File: src/aar_pkg.sv
// shared constants, types and rounding helper for the axis-angle rotation block
`default_nettype none
package aar_pkg;

  localparam int Q14_ONE = 16384;

  localparam logic [63:0] GAIN_Q32 = 64'd2608131496;

  localparam logic [31:0] ATAN_TURN32 [0:31] = '{
    32'h20000000, 32'h12E4051E, 32'h09FB385B, 32'h051111D4, 32'h028B0D43, 32'h0145D7E1,
    32'h00A2F61E, 32'h00517C55, 32'h0028BE53, 32'h00145F2F, 32'h000A2F98, 32'h000517CC,
    32'h00028BE6, 32'h000145F3, 32'h0000A2FA, 32'h0000517D, 32'h000028BE, 32'h0000145F,
    32'h00000A30, 32'h00000518, 32'h0000028C, 32'h00000146, 32'h000000A3, 32'h00000051,
    32'h00000029, 32'h00000014, 32'h0000000A, 32'h00000005, 32'h00000003, 32'h00000001,
    32'h00000001, 32'h00000000
  };

  typedef struct packed {
    logic vld;
    logic zero;
  } ctl_t;

  // divide by 2^n, rounding half away from zero
  function automatic logic signed [63:0] rnd_shift(input logic signed [63:0] v, input int n);
    logic [63:0] mag;
    logic [63:0] half;
    if (n == 0) begin
      return v;
    end
    half = 64'd1 << (n - 1);
    if (!v[63]) begin
      return $signed(($unsigned(v) + half) >> n);
    end
    mag = $unsigned(-v);
    return -$signed((mag + half) >> n);
  endfunction

endpackage
`default_nettype wire

File: src/aar_sqrt_cell.sv
// one bit of the integer square root chain
`default_nettype none
module aar_sqrt_cell #(
  parameter int BIT = 31,
  parameter int SW  = 1
) (
  input  logic          clk,
  input  logic          rst_n,
  input  logic          en,
  input  logic          vld_i,
  input  logic [63:0]   rem_i,
  input  logic [31:0]   root_i,
  input  logic [SW-1:0] side_i,
  output logic          vld_o,
  output logic [63:0]   rem_o,
  output logic [31:0]   root_o,
  output logic [SW-1:0] side_o
);
  import aar_pkg::*;

  logic [65:0]   trial;
  logic          take;
  logic          vld_r;
  logic [63:0]   rem_r;
  logic [31:0]   root_r;
  logic [SW-1:0] side_r;

  assign trial = ({34'd0, root_i} << (BIT + 1)) | (66'd1 << (2 * BIT));
  assign take  = {2'b00, rem_i} >= trial;

  always_ff @(posedge clk) begin
    if (!rst_n) begin
      vld_r <= 1'b0;
    end else if (en) begin
      vld_r <= vld_i;
    end
  end

  always_ff @(posedge clk) begin
    if (en) begin
      rem_r  <= take ? rem_i - trial[63:0] : rem_i;
      root_r <= take ? (root_i | (32'd1 << BIT)) : root_i;
      side_r <= side_i;
    end
  end

  assign vld_o  = vld_r;
  assign rem_o  = rem_r;
  assign root_o = root_r;
  assign side_o = side_r;
endmodule
`default_nettype wire

File: config.mk
export PLATFORM = sky130hd
export DESIGN_NAME = aar_sqrt_cell
export DESIGN_NICKNAME = d
export VERILOG_FILES = /design/src/aar_pkg.sv /design/src/aar_sqrt_cell.sv
export SDC_FILE = /design/constraint.sdc
export NUM_CORES = 1
export LEC_CHECK = 0
export ABC_AREA = 1
export BUFFER_PORTS_ARGS = -buffer_cell sky130_fd_sc_hd__buf_2
export CAP_MARGIN = 20
export CORE_MARGIN = 2
export CORE_UTILIZATION = 50
export DETAILED_ROUTE_END_ITERATION = 7
export GPL_TIMING_DRIVEN = 1
export MAX_ROUTING_LAYER = met4
export PLACE_DENSITY = 0.79
export RECOVER_POWER = 100
export SLEW_MARGIN = 20
export SYNTH_ARGS = -nofsm -noshare
export SYNTH_HDL_FRONTEND = slang
export SYNTH_SLANG_ARGS = --single-unit
export TNS_END_PERCENT = 100
File: constraint.sdc
create_clock -name clk -period 3.4 [get_ports clk]
set_input_delay 0.68 -clock clk [delete_from_list [all_inputs] [get_ports clk]]
set_output_delay 0.68 -clock clk [all_outputs]
set_load 0.005 [all_outputs]
### Word-level counts from Yosys, hierarchy flattened

Index checks and enable logic that the tools add are counted.
Widths: inputs -> output; s select.

| word-level totals | value |
|---|---|
| flip-flop bits (word level) | 98 |
| input port bits | 101 |
| word-level logic and storage cells | 8 |

| operators by class | value |
|---|---|
| add/subtract/negate cells | 1 |
| magnitude comparators | 1 |
| multiplexer cells | 1 |

Operators by type and width:

| kind | count |
|---|---|
| $ge 64x64->1 | 1 |
| $mux 64 | 1 |
| $sub 64x64->64 | 1 |

### Longest topological paths before layout

| logic depth | value |
|---|---|
| depth in word-level cells | 2 |
| depth in mapped cells | 16 |
| mapped depth without buffers | 15 |

### Least setup slack after synthesis

No wires, ideal clock.

| path | value |
|---|---|
| path type | input to register |
| start | input port rem_i[32] |
| end | register rem_r[35], in the netlist rem_o[35], data pin |
| library setup time | 256 ps |
| arrival time | 2273 ps |
| required time | 3144 ps |
| slack | 872 ps |
| stages | 14 |
| cell sequence | inv_1 ha_1 fa_1 inv_1 nand2_1 nand2_1 nand3_1 nand2_1 nand2_1 nand2_1 nand2_2 nand3_4 buf_4 o21ai_1 |

| between the ends | value |
|---|---|
| word-level cells in the longest chain between the ends | 2 |
| elaborated cells on any way between the ends | 3 |
| those cells by class | add/sub (1); order compare (1); mux (1) |

RTL lines:

| what | RTL line | RTL |
|---|---|---|
| start: declaration | aar_sqrt_cell.sv:11 | `input logic [63:0] rem_i,` |
| $sub 64x64->64 or $ge 64x64->1 (tied branches) | aar_sqrt_cell.sv:41, aar_sqrt_cell.sv:29 |  |
| $mux 64 * | aar_sqrt_cell.sv:41 | `rem_r <= take ? rem_i - trial[63:0] : rem_i;` |
| end signal: assignment | aar_sqrt_cell.sv:41 |  |
| end: declaration | aar_sqrt_cell.sv:24 | `logic [63:0] rem_r;` |

Every way passes the cells marked *; elsewhere a longest branch is shown, timed or not.
A chain may end at the register's enable or synchronous reset.

### Final worst setup path

| path | value |
|---|---|
| start | input port rem_i[53] |
| end | register rem_r[55], in the netlist rem_o[55], data pin |

Same word-level chain as after synthesis.

==> results.yml <==
cts:
  cts_tree: "built"
  cts-htree-levels: 3
  cts-root-buf: "clkbuf_16"
  clkSlewWorstSetupHoldPaths_ns: 0.07
  cts_setup_buffers: 0
  cts_buffers: 9
  cts-hold-fix-buffers: 0
  clockBufferDepth: 2
  post_cts_resize_count: 0
  cts_sinks: 98
  clock_latency_ns: 0.35
grt:
  grt_start_max_net_pins: 100
  antenna_found_initial: 0
  grt-ovfl-total: 0
  grt_use_total_pct: 24.9
  first_global_vias: 5121
  grt_first_pass_wirelength_um: 24700
die:
  ios: 199
  initial_core_util_pct: 51.4
  die_x_um: 115
  coreArea_mm2: 0.0120
  dieArea_mm2: 0.0133
  num_rows: 40
  dieHeight_um: 115
route:
  wire_per_inst_um: 13.8
  ant_nets: 0
  vias: 5632
  detail_route.wirelength_um: 15800
  first_pass_iters: 7
  via_per_inst: 4.91
  drc: 0
  initialDrtViolationCount: 487
timing:
  timing.slew.headroom_pct: -57.9
  final_max_slew_viol_count: 100
  final-hold-violation-count: 0
  period_needed_ns: 2.72
  worst_slack_ns: 0.680
  clock.fmax_mhz: 368
  worst_pin_slew_ns: 2.37
  fin_skew_ns: 0
  min_period_over_period_pct: 80.0
  rsz0062_at_grt: "false"
  setup_viol: 0
  finalSetupTns_ns: 0
placed_design:
  gp_congestion: 0.961
  portBuffers: 198
  dp_hpwl_um: 12500
  pre_cts_slack_ns: 0.453
synth:
  synth_common_cells: "nand2_1 (276), inv_1 (177), edfxtp_1 (97)"
  yosys_warnings: 0
  synth_top_cell_by_area: "edfxtp_1"
  syn_area_mm2: 0.00618
  async_flop_share_pct: 0
  ys.flop_type: "edfxtp_1"
  synth.distinct_cells: 28
  synth_top_cell_area_share_pct: 47.2
  ys_ff_latch: 98
  synth_edf_count: 97
  synth_most_common_cell: "nand2_1"
  syn_inst: 790
  yosysSeqAreaShare_pct: 47.5
  synthTopCellsByArea: "edfxtp_1 (47%), nand2_1 (17%), inv_1 (11%)"
  syn_nets: 923
  syn_area_per_cell_um2: 7.82
finish:
  antenna_cells: 0
  area_delta_synth_final_pct: 21.3
  nets: 1129
  drive_above_1_share_pct: 13.9
  fillCellCount: 1175
worst_setup_path:
  worstSetupPathType: "input port to flip-flop"
  crit_end: "rem_o[55]$_DFFE_PP_"
  cp.required_ns: 3.62
  worstSetupStartpointType: "input port"
  end_kind: "flip-flop"
  r2r-end: "vld_o$_SDFFE_PN0P_"
  arrival_ns: 2.94
  r2r-start: "vld_o$_SDFFE_PN0P_"
  ff2ff_setup_slack_ns: 2.67
  crit_start: "rem_i[53]"
  reg2reg_depth: 2
  cp_max_fo: 14
pwr:
  power.leakage_nw: 3.87
  peakVddDrop_v: 0.000217
  power_density_mw_per_mm2: 423
status:
  violations: "capacitance limit, slew limit"
  status: "finished, violations left"
hold_path:
  hold_path.class: "input port to flip-flop"
flow_run:
  maxCapViolCount: 1
[state kept, by name (all words and copies together), names as in the netlist]
signal / cells
rem_o: 64
root_o: 32
side_o: 1
vld_o: 1
[how the worst min path moves through the flow]
stage / startpoint / end / slack, ns / cells past startpoint
detailed placement: vld_o$_SDFFE_PN0P_ / vld_o$_SDFFE_PN0P_ / 0.54 / 2
CTS: root_i[3] / root_o[3]$_DFFE_PP_ / 0.50 / 1
global placement: vld_o$_SDFFE_PN0P_ / vld_o$_SDFFE_PN0P_ / 0.52 / 2
global route: root_i[2] / root_o[2]$_DFFE_PP_ / 0.50 / 1
finish: root_i[30] / root_o[30]$_DFFE_PP_ / 0.51 / 1
floorplan: vld_o$_SDFFE_PN0P_ / vld_o$_SDFFE_PN0P_ / 0.52 / 2
[metal layers]
| metal | track usage [%] | wire length [µm] | vias to the layer above |
|---|---|---|---|
| li1 | - | - | 2889 |
| met3 | 3.43 | 1050 | 24 |
| met4 | 9.48 | 371 | 0 |
| met5 | - | 0 | - |
| met2 | 38.3 | 7060 | 199 |
| met1 | 33.8 | 7330 | 2520 |
[layout by cell type (no fill, tap or decap), types with 3 or more instances in the layout]
cell type / count
nand2_1: 277
inv_1: 177
buf_2: 116
edfxtp_1: 97
clkbuf_1: 84
nor2_1: 60
nand3_1: 40
ha_1: 31
nand4_1: 24
a21oi_1: 19
o21ai_0: 16
xor2_1: 13
clkbuf_16: 9
nor3_1: 5
and2_1: 4
and3_1: 3
o21ai_1: 3
[area by class of cell]
class / count / area, µm² / share of cell area (%)
Clock buffer: 11 / 233 / 3.11
Clock inverter: 5 / 37.5 / 0.501
Inverter: 177 / 664 / 8.87
Multi-Input combinational cell: 506 / 2500 / 33.4
Sequential cell: 98 / 2930 / 39.2
Tap cell: 147 / 184 / 2.46
Timing Repair Buffer: 204 / 940 / 12.5
[power breakdown]
| part | switching [mW] | total [mW] | internal, mW | leakage (nW) |
|---|---|---|---|---|
| Combinational | 0.456 | 0.724 | 0.268 | 2.79 |
| Sequential | 0.0269 | 1.49 | 1.47 | 0.957 |
| Clock | 0.448 | 0.948 | 0.500 | 0.127 |
[metrics by stage]
step                hold slack (ns)  cell area, µm²  std cells  utilization, %  power, mW
finish                        0.509            7490       1148            62.4       3.17
detailed placement            0.536            7350       1132            61.2       2.26
floorplan                     0.525            6180        790               -       1.95
global placement              0.520            7350       1132            61.2       2.25
CTS                           0.504            7620       1148            63.4       3.20
global route                  0.504            7490       1148            62.4       3.33
[critical path, stage by stage]
cell and delay [ns]:
buf_2 0.11, ha_1 0.40, nand2_1 0.12, nand2_1 0.07, nand2_1 0.06, nand2_1 0.08, inv_1 0.06, nand2_1 0.10
a21oi_1 0.29, clkbuf_1 0.64, nand4_1 0.20, nand2_1 0.12
[cell families after synthesis]
logic type / after synthesis / share of synthesized area [%]
AO/OA/AOI/OAI: 40 / 3.38
AND/OR/NAND/NOR: 419 / 28.5
flip-flops: 98 / 47.5
adder cells (fa/ha/maj): 32 / 6.60
XOR/XNOR: 15 / 2.13
buffers and inverters: 186 / 11.9
No activity file was read; power rests on OpenSTA's default activity.
