$ cat src/aar_pkg.sv
// shared constants, types and rounding helper for the axis-angle rotation block
`default_nettype none
package aar_pkg;

  localparam int Q14_ONE = 16384;

  localparam logic [63:0] GAIN_Q32 = 64'd2608131496;

  localparam logic [31:0] ATAN_TURN32 [0:31] = '{
    32'h20000000, 32'h12E4051E, 32'h09FB385B, 32'h051111D4, 32'h028B0D43, 32'h0145D7E1,
    32'h00A2F61E, 32'h00517C55, 32'h0028BE53, 32'h00145F2F, 32'h000A2F98, 32'h000517CC,
    32'h00028BE6, 32'h000145F3, 32'h0000A2FA, 32'h0000517D, 32'h000028BE, 32'h0000145F,
    32'h00000A30, 32'h00000518, 32'h0000028C, 32'h00000146, 32'h000000A3, 32'h00000051,
    32'h00000029, 32'h00000014, 32'h0000000A, 32'h00000005, 32'h00000003, 32'h00000001,
    32'h00000001, 32'h00000000
  };

  typedef struct packed {
    logic vld;
    logic zero;
  } ctl_t;

  // divide by 2^n, rounding half away from zero
  function automatic logic signed [63:0] rnd_shift(input logic signed [63:0] v, input int n);
    logic [63:0] mag;
    logic [63:0] half;
    if (n == 0) begin
      return v;
    end
    half = 64'd1 << (n - 1);
    if (!v[63]) begin
      return $signed(($unsigned(v) + half) >> n);
    end
    mag = $unsigned(-v);
    return -$signed((mag + half) >> n);
  endfunction

endpackage
`default_nettype wire

$ cat src/aar_div_cell.sv
// one quotient bit of the three-lane restoring divider
`default_nettype none
module aar_div_cell #(
  parameter int K  = 0,
  parameter int FB = 14,
  parameter int NW = 48,
  parameter int SW = 1
) (
  input  logic                 clk,
  input  logic                 rst_n,
  input  logic                 en,
  input  logic                 vld_i,
  input  logic [31:0]          len_i,
  input  logic [2:0][NW-1:0]   rem_i,
  input  logic [2:0][FB:0]     quo_i,
  input  logic [SW-1:0]        side_i,
  output logic                 vld_o,
  output logic [31:0]          len_o,
  output logic [2:0][NW-1:0]   rem_o,
  output logic [2:0][FB:0]     quo_o,
  output logic [SW-1:0]        side_o
);
  import aar_pkg::*;

  logic [NW-1:0]         dvs;
  logic                  vld_r;
  logic [31:0]           len_r;
  logic [2:0][NW-1:0]    rem_r;
  logic [2:0][FB:0]      quo_r;
  logic [SW-1:0]         side_r;

  assign dvs = NW'(len_i) << K;

  always_ff @(posedge clk) begin
    if (!rst_n) begin
      vld_r <= 1'b0;
    end else if (en) begin
      vld_r <= vld_i;
    end
  end

  always_ff @(posedge clk) begin
    if (en) begin
      len_r  <= len_i;
      side_r <= side_i;
      for (int l = 0; l < 3; l++) begin
        if (rem_i[l] >= dvs) begin
          rem_r[l] <= rem_i[l] - dvs;
          quo_r[l] <= quo_i[l] | ((FB + 1)'(1) << K);
        end else begin
          rem_r[l] <= rem_i[l];
          quo_r[l] <= quo_i[l];
        end
      end
    end
  end

  assign vld_o  = vld_r;
  assign len_o  = len_r;
  assign rem_o  = rem_r;
  assign quo_o  = quo_r;
  assign side_o = side_r;
endmodule
`default_nettype wire

$ cat config.mk
export PLATFORM = sky130hd
export DESIGN_NAME = aar_div_cell
export DESIGN_NICKNAME = d
export VERILOG_FILES = /design/src/aar_pkg.sv /design/src/aar_div_cell.sv
export SDC_FILE = /design/constraint.sdc
export NUM_CORES = 1
export LEC_CHECK = 0
export BUFFER_PORTS_ARGS = -buffer_cell sky130_fd_sc_hd__buf_2
export CORE_AREA = 5 5 171 173
export CTS_BUF_LIST = sky130_fd_sc_hd__clkbuf_8
export CTS_CLUSTER_DIAMETER = 50
export DETAILED_ROUTE_END_ITERATION = 10
export DIE_AREA = 0 0 176 178
export HOLD_SLACK_MARGIN = 0.12
export PLACE_DENSITY_LB_ADDON = 0.08
export REMOVE_ABC_BUFFERS = 1
export SYNTH_ARGS = -nofsm -noshare
export SYNTH_HDL_FRONTEND = slang
export SYNTH_SLANG_ARGS = --single-unit
$ cat constraint.sdc
create_clock -name clk -period 7.3 [get_ports clk]
set_input_delay 0.365 -clock clk [delete_from_list [all_inputs] [get_ports clk]]
set_output_delay 0.365 -clock clk [all_outputs]
set_load 0.005 [all_outputs]
---- Word-level counts from Yosys, hierarchy flattened ----
Index checks and enable logic that the tools add are counted.
storage, ports and cells
  output and inout bits ................... 223
  logic and storage cells ................. 21
  flip-flop bits (word level) ............. 223
  input port bits ......................... 226
cells by class
  order comparisons ....................... 3
  multiplexer cells ....................... 3
  $add $sub $neg .......................... 3
operator list
  cell              count
  $ge A48 B32 Y1    3
  $mux W48          3
  $sub A48 B32 Y48  3

---- Longest topological paths before layout ----
  depth after elaboration ................. 2
  gate-level depth with buffers ........... 13
  gate-level depth less buffers ........... 11

---- Worst setup path before layout ----
No wires, ideal clock.
  path kind ............................... input to register
  start point ............................. input rem_i[0] (netlist name)
  end point ............................... register rem_r, in the netlist rem_o[37] (data pin)
  stages .................................. 11
  data required time ...................... 7.041 ns
  path buffers ............................ 0
  arrival time ............................ 2.838 ns
  setup time .............................. 0.259 ns
  setup slack ............................. 4.204 ns
  cell sequence ........................... inv_1 > ha_1 > fa_1 > nand2b_1 > a21oi_1 > o21ai_0 > o31ai_2 > a21oi_2 > a2111oi_0 > o211ai_1 > xnor2_1
between the ends
  cells in the longest elaborated chain, start to end .. 2
  elaborated cells on any way between the ends .. 3
  those cells by class .................... add/sub (1); order compare (1); mux (1)
RTL lines
  what                                                RTL line                                RTL
  start, declared                                     aar_div_cell.sv:14                      input logic [2:0][NW-1:0] rem_i,
  $sub A48 B32 Y48 or $ge A48 B32 Y1 (tied branches)  aar_div_cell.sv:48, aar_div_cell.sv:47
  $mux W48 (*)                                        aar_div_cell.sv:47                      if (rem_i[l] >= dvs) begin
  end signal, assigned by index                       aar_div_cell.sv:48                      rem_r[l] <= rem_i[l] - dvs;
  end signal, assigned by index                       aar_div_cell.sv:51                      rem_r[l] <= rem_i[l];
  end, declared                                       aar_div_cell.sv:28                      logic [2:0][NW-1:0] rem_r;
Every way passes the cells marked *; elsewhere a longest branch is shown, timed or not.
A chain may end at the register's enable or synchronous reset.

---- Worst setup path after layout ----
  start point ............................. input len_i[11]
  end point ............................... register rem_r, in the netlist rem_o[107] (data pin)
between the ends
  cells in the longest elaborated chain, start to end .. 2
  elaborated cells on any way between the ends .. 3
  those cells by class .................... add/sub (1); order compare (1); mux (1)
RTL lines
  what                                                RTL line                                RTL
  start, declared                                     aar_div_cell.sv:13                      input logic [31:0] len_i,
  $sub A48 B32 Y48 or $ge A48 B32 Y1 (tied branches)  aar_div_cell.sv:48, aar_div_cell.sv:47
  $mux W48 (*)                                        aar_div_cell.sv:47
Marked as above.

==> results.py <==
metrics = {
    "timing": {
        "fin_tns_setup_ns": 0,
        "finalCritPeriodShare_pct": 58.3,
        "maxSlewHeadroom_pct": 23.8,
        "setup_viol": 0,
        "slew_violations": 0,
        "clock_skew_ns": 0,
        "hold_viol": 0,
        "period_minus_slack_ns": 4.26,
        "fmax_mhz": 235,
        "layout_setup_ws_ns": 3.04,
        "holdWs_ns": 0.139,
        "worst_pin_slew_ns": 1.11,
        "rsz0062_at_grt": "no",
    },
    "cells_and_area": {
        "final_common_cell": "buf_2",
        "syn_to_final_growth_pct": 31.8,
        "post-route-util_pct": 70.7,
        "finalInstanceArea_mm2": 0.0194,
        "layout_common_cells": "447 x buf_2, 222 x edfxtp_1, 157 x nand2_1",
        "drive_above_1_share_pct": 25.7,
        "fin_nets": 2397,
        "stdcell_count": 2448,
    },
    "placement": {
        "placed_cell_area_mm2": 0.0172,
        "hpwl_mm": 37.6,
        "dp_cells": 2228,
        "place_ws_ns": 3.10,
        "portBuffers": 448,
        "gp_congestion": 0.959,
    },
    "worst_setup_path": {
        "startpoint_type": "input port",
        "crit_type": "input port to register",
        "end_kind": "register",
        "cp.arrival_ns": 4.57,
        "critical_path.max_fanout": 54,
        "required_ns": 7.61,
    },
    "run": {
        "cap_violations": 0,
    },
    "route": {
        "drc": 0,
        "wl_per_cell_um": 20.2,
        "finalWirelength_mm": 49.5,
        "route.vias.total": 14100,
        "ant_nets": 0,
        "viasPerCell": 5.77,
        "drt-initial-drc-count": 867,
        "drt-pass1-iter-count": 5,
    },
    "floorplanning": {
        "initial_core_util_pct": 53.7,
        "die_h_um": 178,
        "die_w_um": 176,
        "dieArea_mm2": 0.0313,
        "coreArea_mm2": 0.0275,
        "row_count": 61,
        "io_pins": 449,
    },
    "global_route": {
        "grt_overflow": 0,
        "antenna_found_initial": 2,
        "grt_first_pass_wirelength_mm": 75.1,
        "grt_usage_pct": 30.4,
        "grt_pass1_vias": 13800,
        "grt_max_degree": 93,
    },
    "logic_synthesis": {
        "syn_avg_cell_area_um2": 9.83,
        "postSynth.asyncResetShare_pct": 0,
        "yosysSeqAreaShare_pct": 45.4,
        "synthCells": 1499,
        "synth.distinct_cells": 73,
        "synth_edf_count": 222,
        "syn-cell-area_mm2": 0.0147,
        "synthFlopType": "edfxtp_1",
        "synth_seq_cells": 223,
        "ys_warn_count": 0,
    },
    "clocking": {
        "postCtsSetupBuffers": 0,
        "cts_max_path_buffers": 3,
        "numCtsBuffers": 41,
        "cts_root_buf": "clkbuf_8",
        "clk_latency_ns": 0.55,
        "clock_sink_count": 223,
        "clkTransAtPathRegs_ns": 0.06,
        "htreeDepth": 2,
        "cts_tree": "yes",
    },
    "power": {
        "powerDensity_mw_per_mm2": 198,
        "ir_drop_v": 0.000162,
        "leakagePower_nw": 8.21,
        "finalPower_mw": 3.85,
    },
    "min_path": {
        "worstHoldPathType": "input port to register",
    },
    "outcome": {
        "status": "finished, final reports clean",
    },
}
## worst max-delay path, cell delays in order
cell and delay [ns]:
dlygate4sd3_1 0.55, buf_2 0.14, inv_1 0.18, ha_1 0.34
a2111oi_0 0.42, o21ai_0 0.21, nand3_1 0.14, nand3_1 0.24
a2111oi_4 1.04, buf_4 0.55, mux2_2 0.38
## report_power, final
| part | internal (mW) | switching, mW | leakage (nW) | total, mW |
|---|---|---|---|---|
| logic | 0.450 | 0.580 | 5.58 | 1.03 |
| clock network | 0.628 | 0.542 | 0.446 | 1.17 |
| registers | 1.60 | 0.0430 | 2.18 | 1.65 |
| total | 2.68 | 1.17 | 8.21 | 3.85 |
## path summary, 6_finish.rpt
kind / cells after the start / endpoint / slack (ns) / startpoint
hold reg to reg: 3 / vld_o / 1.06 / vld_o
setup / recovery: 11 / rem_o[107] / 3.04 / len_i[11]
setup reg to reg: 3 / vld_o / 6.16 / vld_o
hold / removal: 3 / rem_o[11] / 0.14 / rem_i[11]
## cell type report
class	instances	area, um^2
flip-flops and latches	223	6690
diodes	1	2.50
repair buffers	600	3760
multi-input cells	1147	7540
inverters	59	221
clock inverters	28	181
fillers	2159	8050
clock buffers	44	606
well taps	346	433
## cell families (layout without fill, tap and decap cells)
group                      count (synthesis)  after routing  synth area share (%)
AOI/OAI and AO/OA                        419            419                  17.6
muxes                                      9              9                 0.679
and+or+nand+nor                          488            488                  16.2
buffers and inverters                    129            731                  3.76
xor gates and xnor gates                 132            132                  7.84
adders and majority gates                 99             99                  8.56
other                                      0              1                     0
DFF                                      223            223                  45.4
## cell usage after synthesis (4+ instances only)
cell | instances | area [um^2]
and2_1 | 5 | 31.3
edfxtp_1 | 222 | 6670
nor2_1 | 118 | 443
inv_1 | 59 | 221
mux2_2 | 8 | 90.1
o21bai_1 | 20 | 150
o211ai_1 | 15 | 113
a31oi_1 | 12 | 75.1
o21a_1 | 14 | 105
a311oi_1 | 6 | 52.6
nand2_1 | 157 | 589
nand3_1 | 25 | 125
nand4_1 | 41 | 257
a211oi_1 | 18 | 135
nor4_1 | 19 | 119
and3_1 | 6 | 37.5
nor3b_1 | 4 | 30.0
ha_1 | 96 | 1200
o31ai_1 | 5 | 37.5
xnor2_1 | 66 | 578
or2_2 | 10 | 62.6
buf_2 | 20 | 100
nor2b_1 | 9 | 56.3
or3_1 | 10 | 62.6
xor2_1 | 66 | 578
nand2b_1 | 16 | 100
o21ai_0 | 110 | 551
or4_1 | 13 | 97.6
a21o_1 | 40 | 300
nor4b_1 | 8 | 70.1
buf_6 | 5 | 56.3
a2111oi_0 | 5 | 43.8
clkbuf_1 | 41 | 154
nand4b_1 | 5 | 43.8
a21oi_1 | 129 | 646
o21ai_1 | 6 | 30.0
nor3_1 | 30 | 150
o2111ai_1 | 4 | 35.0
## per-layer routing
metal	up-vias	GRT usage, %	routed length (um)
li1	6739	-	-
met1	6620	39.2	19900
met2	657	52.0	23900
met3	103	5.45	3880
met4	4	10.5	1860
met5	-	0	25
## registers in the layout, indices dropped and copies added (netlist names)
name,cells
len_o,32
quo_o,45
rem_o,144
side_o,1
vld_o,1
## repair_timing
action	in CTS	in global routing
resized for setup	0	0
hold endpoints to repair	146	0
hold buffers	147	0
Power figures use the tool's default switching activity.
