`src/aar_pkg.sv`:
```
// shared constants, types and rounding helper for the axis-angle rotation block
`default_nettype none
package aar_pkg;

  localparam int Q14_ONE = 16384;

  localparam logic [63:0] GAIN_Q32 = 64'd2608131496;

  localparam logic [31:0] ATAN_TURN32 [0:31] = '{
    32'h20000000, 32'h12E4051E, 32'h09FB385B, 32'h051111D4, 32'h028B0D43, 32'h0145D7E1,
    32'h00A2F61E, 32'h00517C55, 32'h0028BE53, 32'h00145F2F, 32'h000A2F98, 32'h000517CC,
    32'h00028BE6, 32'h000145F3, 32'h0000A2FA, 32'h0000517D, 32'h000028BE, 32'h0000145F,
    32'h00000A30, 32'h00000518, 32'h0000028C, 32'h00000146, 32'h000000A3, 32'h00000051,
    32'h00000029, 32'h00000014, 32'h0000000A, 32'h00000005, 32'h00000003, 32'h00000001,
    32'h00000001, 32'h00000000
  };

  typedef struct packed {
    logic vld;
    logic zero;
  } ctl_t;

  // divide by 2^n, rounding half away from zero
  function automatic logic signed [63:0] rnd_shift(input logic signed [63:0] v, input int n);
    logic [63:0] mag;
    logic [63:0] half;
    if (n == 0) begin
      return v;
    end
    half = 64'd1 << (n - 1);
    if (!v[63]) begin
      return $signed(($unsigned(v) + half) >> n);
    end
    mag = $unsigned(-v);
    return -$signed((mag + half) >> n);
  endfunction

endpackage
`default_nettype wire

```
`src/aar_cordic_cell.sv`:
```
// one micro-rotation of the sine/cosine cordic
`default_nettype none
module aar_cordic_cell #(
  parameter int I  = 0,
  parameter int XW = 17,
  parameter int ZW = 34,
  parameter int SW = 1
) (
  input  logic                 clk,
  input  logic                 rst_n,
  input  logic                 en,
  input  logic                 vld_i,
  input  logic signed [XW-1:0] x_i,
  input  logic signed [XW-1:0] y_i,
  input  logic signed [ZW-1:0] z_i,
  input  logic [SW-1:0]        side_i,
  output logic                 vld_o,
  output logic signed [XW-1:0] x_o,
  output logic signed [XW-1:0] y_o,
  output logic signed [ZW-1:0] z_o,
  output logic [SW-1:0]        side_o
);
  import aar_pkg::*;

  logic signed [ZW-1:0] ang;
  logic signed [XW-1:0] xs;
  logic signed [XW-1:0] ys;
  logic                 vld_r;
  logic signed [XW-1:0] x_r;
  logic signed [XW-1:0] y_r;
  logic signed [ZW-1:0] z_r;
  logic [SW-1:0]        side_r;

  assign ang = $signed(ZW'(ATAN_TURN32[I]));
  assign xs  = x_i >>> I;
  assign ys  = y_i >>> I;

  always_ff @(posedge clk) begin
    if (!rst_n) begin
      vld_r <= 1'b0;
    end else if (en) begin
      vld_r <= vld_i;
    end
  end

  always_ff @(posedge clk) begin
    if (en) begin
      side_r <= side_i;
      if (!z_i[ZW-1]) begin
        x_r <= x_i - ys;
        y_r <= y_i + xs;
        z_r <= z_i - ang;
      end else begin
        x_r <= x_i + ys;
        y_r <= y_i - xs;
        z_r <= z_i + ang;
      end
    end
  end

  assign vld_o  = vld_r;
  assign x_o    = x_r;
  assign y_o    = y_r;
  assign z_o    = z_r;
  assign side_o = side_r;
endmodule
`default_nettype wire

```
`config.mk`:
```
export PLATFORM = sky130hd
export DESIGN_NAME = aar_cordic_cell
export DESIGN_NICKNAME = d
export VERILOG_FILES = /design/src/aar_pkg.sv /design/src/aar_cordic_cell.sv
export SDC_FILE = /design/constraint.sdc
export NUM_CORES = 1
export LEC_CHECK = 0
export BUFFER_PORTS_ARGS = -buffer_cell sky130_fd_sc_hd__buf_2
export CORE_UTILIZATION = 45
export DETAILED_ROUTE_END_ITERATION = 16
export PLACE_DENSITY = 0.69
export SLEW_MARGIN = 20
export SYNTH_ARGS = -nofsm -noshare
export SYNTH_HDL_FRONTEND = slang
export SYNTH_SLANG_ARGS = --single-unit
```
`constraint.sdc`:
```
create_clock -name clk -period 3.8 [get_ports clk]
set_input_delay 0.19 -clock clk [delete_from_list [all_inputs] [get_ports clk]]
set_output_delay 0.19 -clock clk [all_outputs]
set_load 0.005 [all_outputs]
```
Word-level counts from Yosys, hierarchy flattened --
Index checks and enable logic that the tools add are counted.
Cells by class: add/sub/neg operators 5, multiplexer cells 3
Operators by type and width (number):
- adder 34 x 31 -> 34 bit, second input constant | 1
- two-way mux 17 bit | 2
- two-way mux 34 bit | 1
- subtractor 17 bit | 2
- subtractor 34 x 31 -> 34 bit, second input constant | 1
- adder 17 bit | 1
Word-level totals: bits in registers 70, output and inout bits 70, logic and storage cells 13

Depth between registers and ports, before layout --
Gate-level depths: netlist of run 1.
word-level depth 2, mapped depth 10, mapped depth without buffers 10

Worst setup path before layout of run 1 --
No wires, ideal clock.
path kind input port to flip-flop, start input x_i[2], end register x_r[16], in the netlist x_o[16], data pin, library setup time 0.266 ns, arrival time 1.945 ns, data required time 3.534 ns, slack 1.589 ns, cell stages on the path 9, cells stage by stage inv_1 -> ha_1 -> nand2b_4 -> a2111oi_4 -> o211ai_2 -> a32oi_2 -> nand2_1 -> o21a_1 -> xor2_1
Between the ends: word-level cells in the longest chain between the ends 2, elaborated cells between the ends (all ways) 3
RTL lines:
- start, declared | RTL line aar_cordic_cell.sv:13 | input logic signed [XW-1:0] x_i,
- subtractor 17 bit or adder 17 bit (tied branches) | RTL line aar_cordic_cell.sv:50, aar_cordic_cell.sv:54
- two-way mux 17 bit * | RTL line aar_cordic_cell.sv:49 | if (!z_i[ZW-1]) begin
- end signal, assigned | RTL line aar_cordic_cell.sv:50 | x_r <= x_i - ys;
- end signal, assigned | RTL line aar_cordic_cell.sv:54 | x_r <= x_i + ys;
- end, declared | RTL line aar_cordic_cell.sv:29 | logic signed [XW-1:0] x_r;
Every way passes the cells marked *; elsewhere a longest branch is shown, timed or not. A chain may end at the register's enable or synchronous reset.

Worst setup path after layout of run 1 --
start input x_i[0], end register x_r[16], in the netlist x_o[16], data pin
The elaborated chain is that of the path after synthesis.

==> out/metrics.cfg, run 1 <==
[outcome]
outcome=completed

[setup_path]
startpoint_type=input pin
critPathCaptureType=flip-flop
critical_path_depth=11
critPathKind=input pin to flip-flop
cpMostUsedCell=a21oi_1
r2r_start=vld_o
crit_fanout=3
worst-endpoint-required_ns=3.88
cpPeakStageDelay_ns=0.41
cp_slowest_cell=a221oi_1
cp_top_family=compound AO/OA/AOI/OAI gates
reg2reg_setup_slack_ns=3.15
critPathBufInv=2
rr_worst_depth=2
crit_chain=buf_2 > inv_1 > ha_1 > fa_1 > nand2b_1 > a21oi_1 > o41a_1 > a21oi_1 > a221oi_1 > o21a_1 > xor2_1
critPathArrivalTime_ns=2.41
rr_endpoint=vld_o

[synthesis]
synth_area_sq_mm=0.004775
synthAdderAreaFrac=0.1504
synthDistinctLibCells=66
synth_edf_count=68
syn_inst=445
post_synth.cell_area_avg_sq_um=10.73
ys.flop_type=edfxtp_1
async_flop_share=0
synth_xor_area_frac=0.05870
ys_ff_latch=69
muxShareOfSynthArea=0.01887
synth-compound-area-share=0.1850
synth_simple_gate_area_share=0.09067
synth-warning-count=0
synth_fp_nets=573
synth_top_family_by_area=compound AO/OA/AOI/OAI gates
synth-seq-area-share=0.4319

[cells_and_area]
nets=709
drive_gt1_frac=0.3082
fillers=933
n_antenna_cell=0
syn_to_final_growth_pct=19.52
layout_commonest_cell=buf_2
instances_no_fill=720
final_cell_mix=142 x buf_2, 68 x edfxtp_1, 51 x ha_1

[hold_path]
hold_depth=1
hold_end=z_o[4]
hp-start=z_i[4]
hold_class=input pin to flip-flop

[clocking]
cts_tree=built
cts_buffers=9
post_cts_resized=0
h-tree-depth=3
hold_buffers=0
cts_root_buffer=clkbuf_8
clock_latency_ns=0.33
post-cts-setup-buffer-count=0
clkTransAtPathRegs_ns=0.07
cts_buffer_depth=2
clock_sinks=69

[timing]
setup_tns_ns=0
period_share=0.6149
maxSlewViolCount=0
finalSetupViolations=0
finalClockSkew_ns=0
tightest_slew_ns=0.9299
fin_ws_ns=1.463
fmaxAchievable_mhz=428.0
period_needed_ns=2.337
relSlewSlack=0.3801
whs_ns=0.03296
finalHoldViolCount=0
grt_setup_unrepaired=false

[floorplan]
io_pins=143
dieWidth_microns=105.0
dieArea_sq_mm=0.01103
core_sq_mm=0.01032
rows=37
fp.dieH_microns=105.0
start_util=0.4625

[place]
io_buffers=142
pre_cts_slack_ns=1.146
dp_cells=706
place_congestion=0.8727
hpwl_mm=8.904

[global_routing]
grt_pass1_vias=3542
grt_max_degree=45
grt_usage=0.2045
grt_pass1_wl_mm=17.57
grt_antenna_before_repair=0
globalRouteOverflowTotal=0

[flow_run]
max_cap_violations=0

[power_and_ir_drop]
powerDensity_mw_per_mm2=360.2
p_leak_nw=2.608
total_power_w=0.002056
irDropWorstVdd_v=0.0002068

[routing]
vias_per_cell=5.185
ant_nets=0
totalWireLength_mm=11.04
wl_per_cell_microns=15.33
drc=0
drtIter0Drc=215
num_vias=3733
dr.pass1.iters=5

[through the flow]
stage / util / area (sq um)
detailed placement: 0.5387 / 5562
finish: 0.5528 / 5707
global placement: 0.5387 / 5562
CTS: 0.5528 / 5707
floorplan: - / 4775
global route: 0.5528 / 5707
[synthesized netlist by cell type (6+ instances only)]
| master | count | area [sq um] |
|---|---|---|
| ha_1 | 51 | 638.1 |
| nand2_1 | 26 | 97.59 |
| nand2b_1 | 6 | 37.54 |
| a21o_1 | 10 | 75.07 |
| mux2i_1 | 9 | 90.09 |
| o211ai_1 | 6 | 45.04 |
| xnor2_1 | 28 | 245.2 |
| o21ai_0 | 16 | 80.08 |
| inv_1 | 50 | 187.7 |
| edfxtp_1 | 68 | 2042 |
| clkbuf_1 | 7 | 26.28 |
| nor2_1 | 30 | 112.6 |
| a21oi_1 | 42 | 210.2 |
[how the worst max path moves through the flow]
stage                       from      end  slack [ns]
after CTS                 x_i[5]  x_o[10]        1.51
after global routing      x_i[0]  x_o[16]        1.33
after detailed placement  x_i[5]  x_o[10]        1.15
after floorplan           x_i[2]  x_o[16]        1.59
after global placement    x_i[5]  x_o[10]        1.16
final                     x_i[0]  x_o[16]        1.46
[final cells by class]
class | instances | area, sq um | area share
well taps | 136 | 170.2 | 0.02982
clock inverters | 4 | 17.52 | 0.003070
flip-flops and latches | 69 | 2062 | 0.3613
repair buffers | 144 | 725.7 | 0.1272
multi-input cells | 304 | 2405 | 0.4214
inverters | 53 | 198.9 | 0.03486
clock buffers | 10 | 127.6 | 0.02236
[layer usage]
layer	global-route usage	up-vias	routed length, microns
met5	0	-	0
met4	0.06841	0	131
met3	0.02994	10	616
met2	0.3330	145	5149
met1	0.2791	1723	5138
li1	-	1855	-
[power breakdown]
part	internal (W)	switching [W]	total (W)
logic	0.000261	0.000353	0.000614
registers	0.000959	0.0000229	0.000982
clock network	0.000223	0.000237	0.000460
total	0.00144	0.000613	0.00206
[sequential cells by signal, indices dropped and copies added (netlist names)]
| signal | cells |
|---|---|
| vld_o | 1 |
| x_o | 16 |
| z_o | 34 |
| y_o | 17 |
| side_o | 1 |
[worst reg2reg max path: stages (launching register included)]
cell	delay [ns]
dfxtp_1	0.31
mux2i_1	0.16
nor2b_1	0.07
[cells by family (layout without fill, tap and decap cells)]
family          Yosys count  after routing
compound gates          122            122
simple gates             86             86
buf+inv                  72            211
flops                    69             69
fa+ha+maj                55             55
xor+xnor                 32             32
mux                       9              9
(Power assumes the default switching activity.)
==> run 2: changes to the inputs <==
PLACE_DENSITY = 0.72   (was 0.69)
clock period = 2.1 ns   (was 3.8 ns; I/O delays follow)
==> run 2 against run 1 <==
  * Wire length is 9.0% higher
  * Sequential share of layout area fell by 5.5 points
  * Via count increased by 11%
  * Count of clock-buffer cells in the layout increased by 1
  * Highest routed layer unchanged
  * Combinational power is 120% higher
  * Core utilization up 9.9 points
==> out/metrics.cfg, run 2 (synthesized netlist as in run 1, its figures left out) <==
[setup_path]
rr_worst_depth=2
critPathKind=input pin to flip-flop
startpoint_type=input pin
critPathArrivalTime_ns=2.08
crit_fanout=3
critPathCaptureType=flip-flop
worst-endpoint-required_ns=2.18

[floorplan]
start_util=0.4625
dieArea_sq_mm=0.01103
rows=37
fp.dieH_microns=105.0
core_sq_mm=0.01032
dieWidth_microns=105.0
io_pins=143

[clocking]
cts_tree=built
cts_root_buffer=clkbuf_8
clkTransAtPathRegs_ns=0.07
clock_latency_ns=0.33
h-tree-depth=3
cts_buffer_depth=2
cts_buffers=9
clock_sinks=69

[power_and_ir_drop]
powerDensity_mw_per_mm2=641.2
p_leak_nw=3.132
irDropWorstVdd_v=0.0004480

[timing]
tightest_slew_ns=0.5439
finalSetupViolations=0
setup_tns_ns=0
period_share=0.9527
maxSlewViolCount=0
finalHoldViolCount=0
relSlewSlack=0.6280
fin_ws_ns=0.09927
fmaxAchievable_mhz=499.8
finalClockSkew_ns=0
period_needed_ns=2.001

[global_routing]
grt_antenna_before_repair=0
globalRouteOverflowTotal=0
grt_max_degree=70
grt_pass1_wl_mm=18.80
grt_pass1_vias=3883
grt_usage=0.2191

[routing]
drc=0
dr.pass1.iters=5
ant_nets=0
vias_per_cell=5.008
drtIter0Drc=321
wl_per_cell_microns=14.53
totalWireLength_mm=12.03
num_vias=4147

[place]
io_buffers=142
dp_cells=779
place_congestion=0.9103
pre_cts_slack_ns=-0.3645
hpwl_mm=9.525

[cells_and_area]
fillers=829
drive_gt1_frac=0.3887
ff_latch_area_sq_mm=0.002062
largest_reg_flops=34
syn_to_final_growth_pct=40.93
nets=815
multi_input_area_sq_mm=0.002461
instances_no_fill=828
final_cell_mix=142 x buf_2, 76 x buf_4, 68 x edfxtp_1
layout_commonest_cell=buf_2
n_antenna_cell=0

[flow_run]
max_cap_violations=0

[hold_path]
hold_class=input pin to flip-flop
hold_depth=2

[outcome]
outcome=completed

run 2: cell types whose count changed in the layout (fill, tap and decap cells not counted), sizes merged:
cell / change
dlygate4sd3: +31
inv: +1
bufinv: +2
clkbuf: +1
clkinv: -4
clkinvlp: +2
buf: +75
run 2: per-layer routing:
metal / global-route usage / part of all wire
met1: 0.2925 / 0.46
met2: 0.3737 / 0.47
met3: 0.02620 / 0.058
met4: 0.06338 / 0.015
met5: 0 / 0
run 2: final timing paths:
path | slack [ns] | startpoint | endpoint
worst min-delay path | 0.04 | z_i[29] | z_o[29]
worst max-delay path | 0.1 | x_i[0] | x_o[16]
worst max register to register | 1.49 | vld_o | vld_o
worst min register to register | 0.55 | vld_o | vld_o
run 2: what timing repair did:
action,in CTS,in global routing
gates resized for setup,0,12
hold buffers,31,0
endpoints found under the hold margin,31,0
setup endpoints to repair,0,10
buffers inserted,0,2
run 2: power breakdown:
group | leakage, nW | total [W] | internal, W | switching (W)
clock network | 0.106 | 0.00119 | 0.000705 | 0.000482
logic | 2.35 | 0.00135 | 0.000664 | 0.000682
registers | 0.674 | 0.00178 | 0.00173 | 0.0000466
total | 3.13 | 0.00431 | 0.00310 | 0.00121
run 2: worst max-delay path, stage by stage:
cell and delay (ns):
buf_2 0.11, inv_1 0.05, ha_1 0.22, fa_1 0.40, nand2b_1 0.20, a21oi_2 0.18
o41a_1 0.20, a21oi_1 0.12, a221oi_2 0.26, o21a_1 0.18, xor2_1 0.06
run 2: area by class of cell:
type / count / area share
multi-input cells: 304 / 0.3657
well taps: 136 / 0.02529
repair buffers: 250 / 0.2395
clock buffers: 11 / 0.02101
clock inverters: 5 / 0.01246
flip-flops and latches: 69 / 0.3064
inverters: 53 / 0.02956
run 2: per-stage QoR:
step	utilization	hold slack (ns)	instance area, sq um	total power [W]
after global placement	0.5942	0.2820	6135	0.003052
after floorplan	-	0.2039	4787	0.002480
final	0.6518	0.04310	6729	0.004315
after CTS	0.6461	0.01229	6670	0.004312
after global routing	0.6518	0.02736	6729	0.004535
after detailed placement	0.5942	0.2831	6135	0.003081
==> run 3: changes to the inputs <==
BUFFER_PORTS_ARGS = default   (was -buffer_cell sky130_fd_sc_hd__buf_2)
CELL_PAD_IN_SITES_DETAIL_PLACEMENT = 0   (was default)
CELL_PAD_IN_SITES_GLOBAL_PLACEMENT = 2   (was default)
CORE_UTILIZATION = 36   (was 45)
CTS_CLUSTER_SIZE = 25   (was default)
DONT_BUFFER_PORTS = 1   (was default)
PLACE_DENSITY = 0.75   (was 0.72)
==> run 3 against run 2 <==
  * The flow now finishes with violations (negative hold slack)
  * Sequential cell count is the same
  * Count of clock-buffer cells in the layout shrank 1
  * Sequential power grew 4%
  * Sequential share of layout area grew 4.2 points
  * Cell area shrank 12%
  * Wire length grew 2.8%
  * Clock skew is the same
  * First-iteration DRC count shrank 35%
  * Worst hold slack lost 0.15 ns
  * Setup slack lost 0.0069 ns
  * Critical path type unchanged
==> out/metrics.cfg, run 3 (synthesized netlist as in run 1, its figures left out) <==
[cells_and_area]
largest_reg_flops=34
layout_commonest_cell=edfxtp_1
drive_gt1_frac=0.1708
utilization=0.4637
nets=644
fin_area_sq_mm=0.005923
syn_to_final_growth_pct=24.06
n_antenna_cell=0
final_cell_mix=68 x edfxtp_1, 50 x inv_1, 49 x ha_1
fillers=1181

[flow_run]
max_cap_violations=0

[setup_path]
critPathKind=input pin to flip-flop
crit_fanout=7
crit_chain=inv_1 > ha_4 > buf_4 > or2b_1 > a21oi_2 > o41a_1 > buf_4 > a21o_1 > a21oi_1 > mux2i_1 > xnor2_1
critPathArrivalTime_ns=2.09
reg2reg_setup_slack_ns=0.89
critPathBufInv=3
cpMostUsedCell=buf_4
startpoint_type=input pin
worst-endpoint-required_ns=2.18
cp_slowest_cell=o41a_1
critPathCaptureType=flip-flop
cp_top_family=compound AO/OA/AOI/OAI gates
cpPeakStageDelay_ns=0.47

[timing]
setup_tns_ns=0
period_needed_ns=2.008
finalHoldViolCount=68
finalSetupViolations=0
period_share=0.9560
whs_ns=-0.1111
maxSlewViolCount=0
relSlewSlack=0.6230
fmaxAchievable_mhz=498.1
finalClockSkew_ns=0
tightest_slew_ns=0.5648
grt_setup_unrepaired=false

[floorplan]
start_util=0.3738
fp.dieH_microns=117.2
core_sq_mm=0.01277
rows=41
dieArea_sq_mm=0.01373
io_pins=143
dieWidth_microns=117.2

[routing]
ant_nets=0
drtIter0Drc=208
totalWireLength_mm=12.36
vias_per_cell=5.108
wl_per_cell_microns=17.83
dr.pass1.iters=4
drc=0
num_vias=3540

[clocking]
h-tree-depth=3
cts_root_buffer=clkbuf_16
clock_latency_ns=0.32
cts_buffer_depth=2
cts_tree=built
clock_sinks=69
cts_buffers=9
clkTransAtPathRegs_ns=0.06
hold_buffers=34

[place]
place_congestion=0.8608
placed_area_sq_mm=0.005216
hpwl_mm=9.641
io_buffers=0

[global_routing]
grt_pass1_wl_mm=18.75
grt_max_degree=70
globalRouteOverflowTotal=0
grt_antenna_before_repair=0
grt_pass1_vias=3552
grt_usage=0.1817

[outcome]
violations=negative hold slack
outcome=complete, but fails checks

[power_and_ir_drop]
total_power_w=0.004531
irDropWorstVdd_v=0.0004053
powerDensity_mw_per_mm2=764.9
p_leak_nw=2.486

[hold_path]
hold_class=input pin to flip-flop

## run 3: cell types whose count changed in the layout (fill, tap and decap cells not counted), sizes merged, moves of 2 or more
cell,before,now
buf,219,45
clkinvlp,2,0
dlygate4sd3,31,34
clkinv,0,3
## run 3: cell type report
class                   instances  area (sq um)  area share
multi-input cells             304          2427      0.4098
well taps                     172         215.2     0.03633
repair buffers                 79         678.2      0.1145
flip-flops and latches         69          2062      0.3481
clock buffers                  10         229.0     0.03866
inverters                      53         198.9     0.03359
clock inverters                 6         112.6     0.01901
## run 3: metrics by stage
stage	cells	setup slack, ns
finish	693	0.09234
detailed placement	641	-0.3729
global route	693	0.008236
floorplan	445	0.01382
CTS	693	0.02042
global placement	641	-0.3523
## run 3: worst register-to-register path: stages (launching register included)
cell           delay (ns)
dfxtp_1              0.33
mux2i_1              0.15
nor2b_1              0.06
dlygate4sd3_1        0.56
## run 3: where the power goes
group	internal [W]	leakage, nW	total, W	switching (W)
logic	0.000465	1.65	0.000973	0.000507
registers	0.00174	0.674	0.00185	0.000107
clock network	0.00116	0.167	0.00171	0.000546
total	0.00337	2.49	0.00453	0.00116
## run 3: final timing paths
path,start,to,depth (start not counted)
setup / recovery,x_i[2],y_o[12],11
hold / removal,en,z_o[5],0
setup reg to reg,vld_o,vld_o,3
hold reg to reg,vld_o,vld_o,3
## run 3: layer usage
layer | GRT usage | vias to the layer above | share of wire
li1 | - | 1720 | -
met1 | 0.2268 | 1653 | 0.44
met2 | 0.3043 | 152 | 0.47
met3 | 0.04737 | 15 | 0.082
met4 | 0.06076 | 0 | 0.014
met5 | 0 | - | 0
## run 3: what timing repair did
| action | 4_1_cts | 5_1_grt |
|---|---|---|
| endpoints found under the setup margin | 1 | 5 |
| buffers inserted | 2 | 0 |
| gates cloned | 0 | 0 |
| gates resized for setup | 0 | 5 |
| pin swaps | 1 | 3 |
| hold endpoints to repair | 101 | 68 |
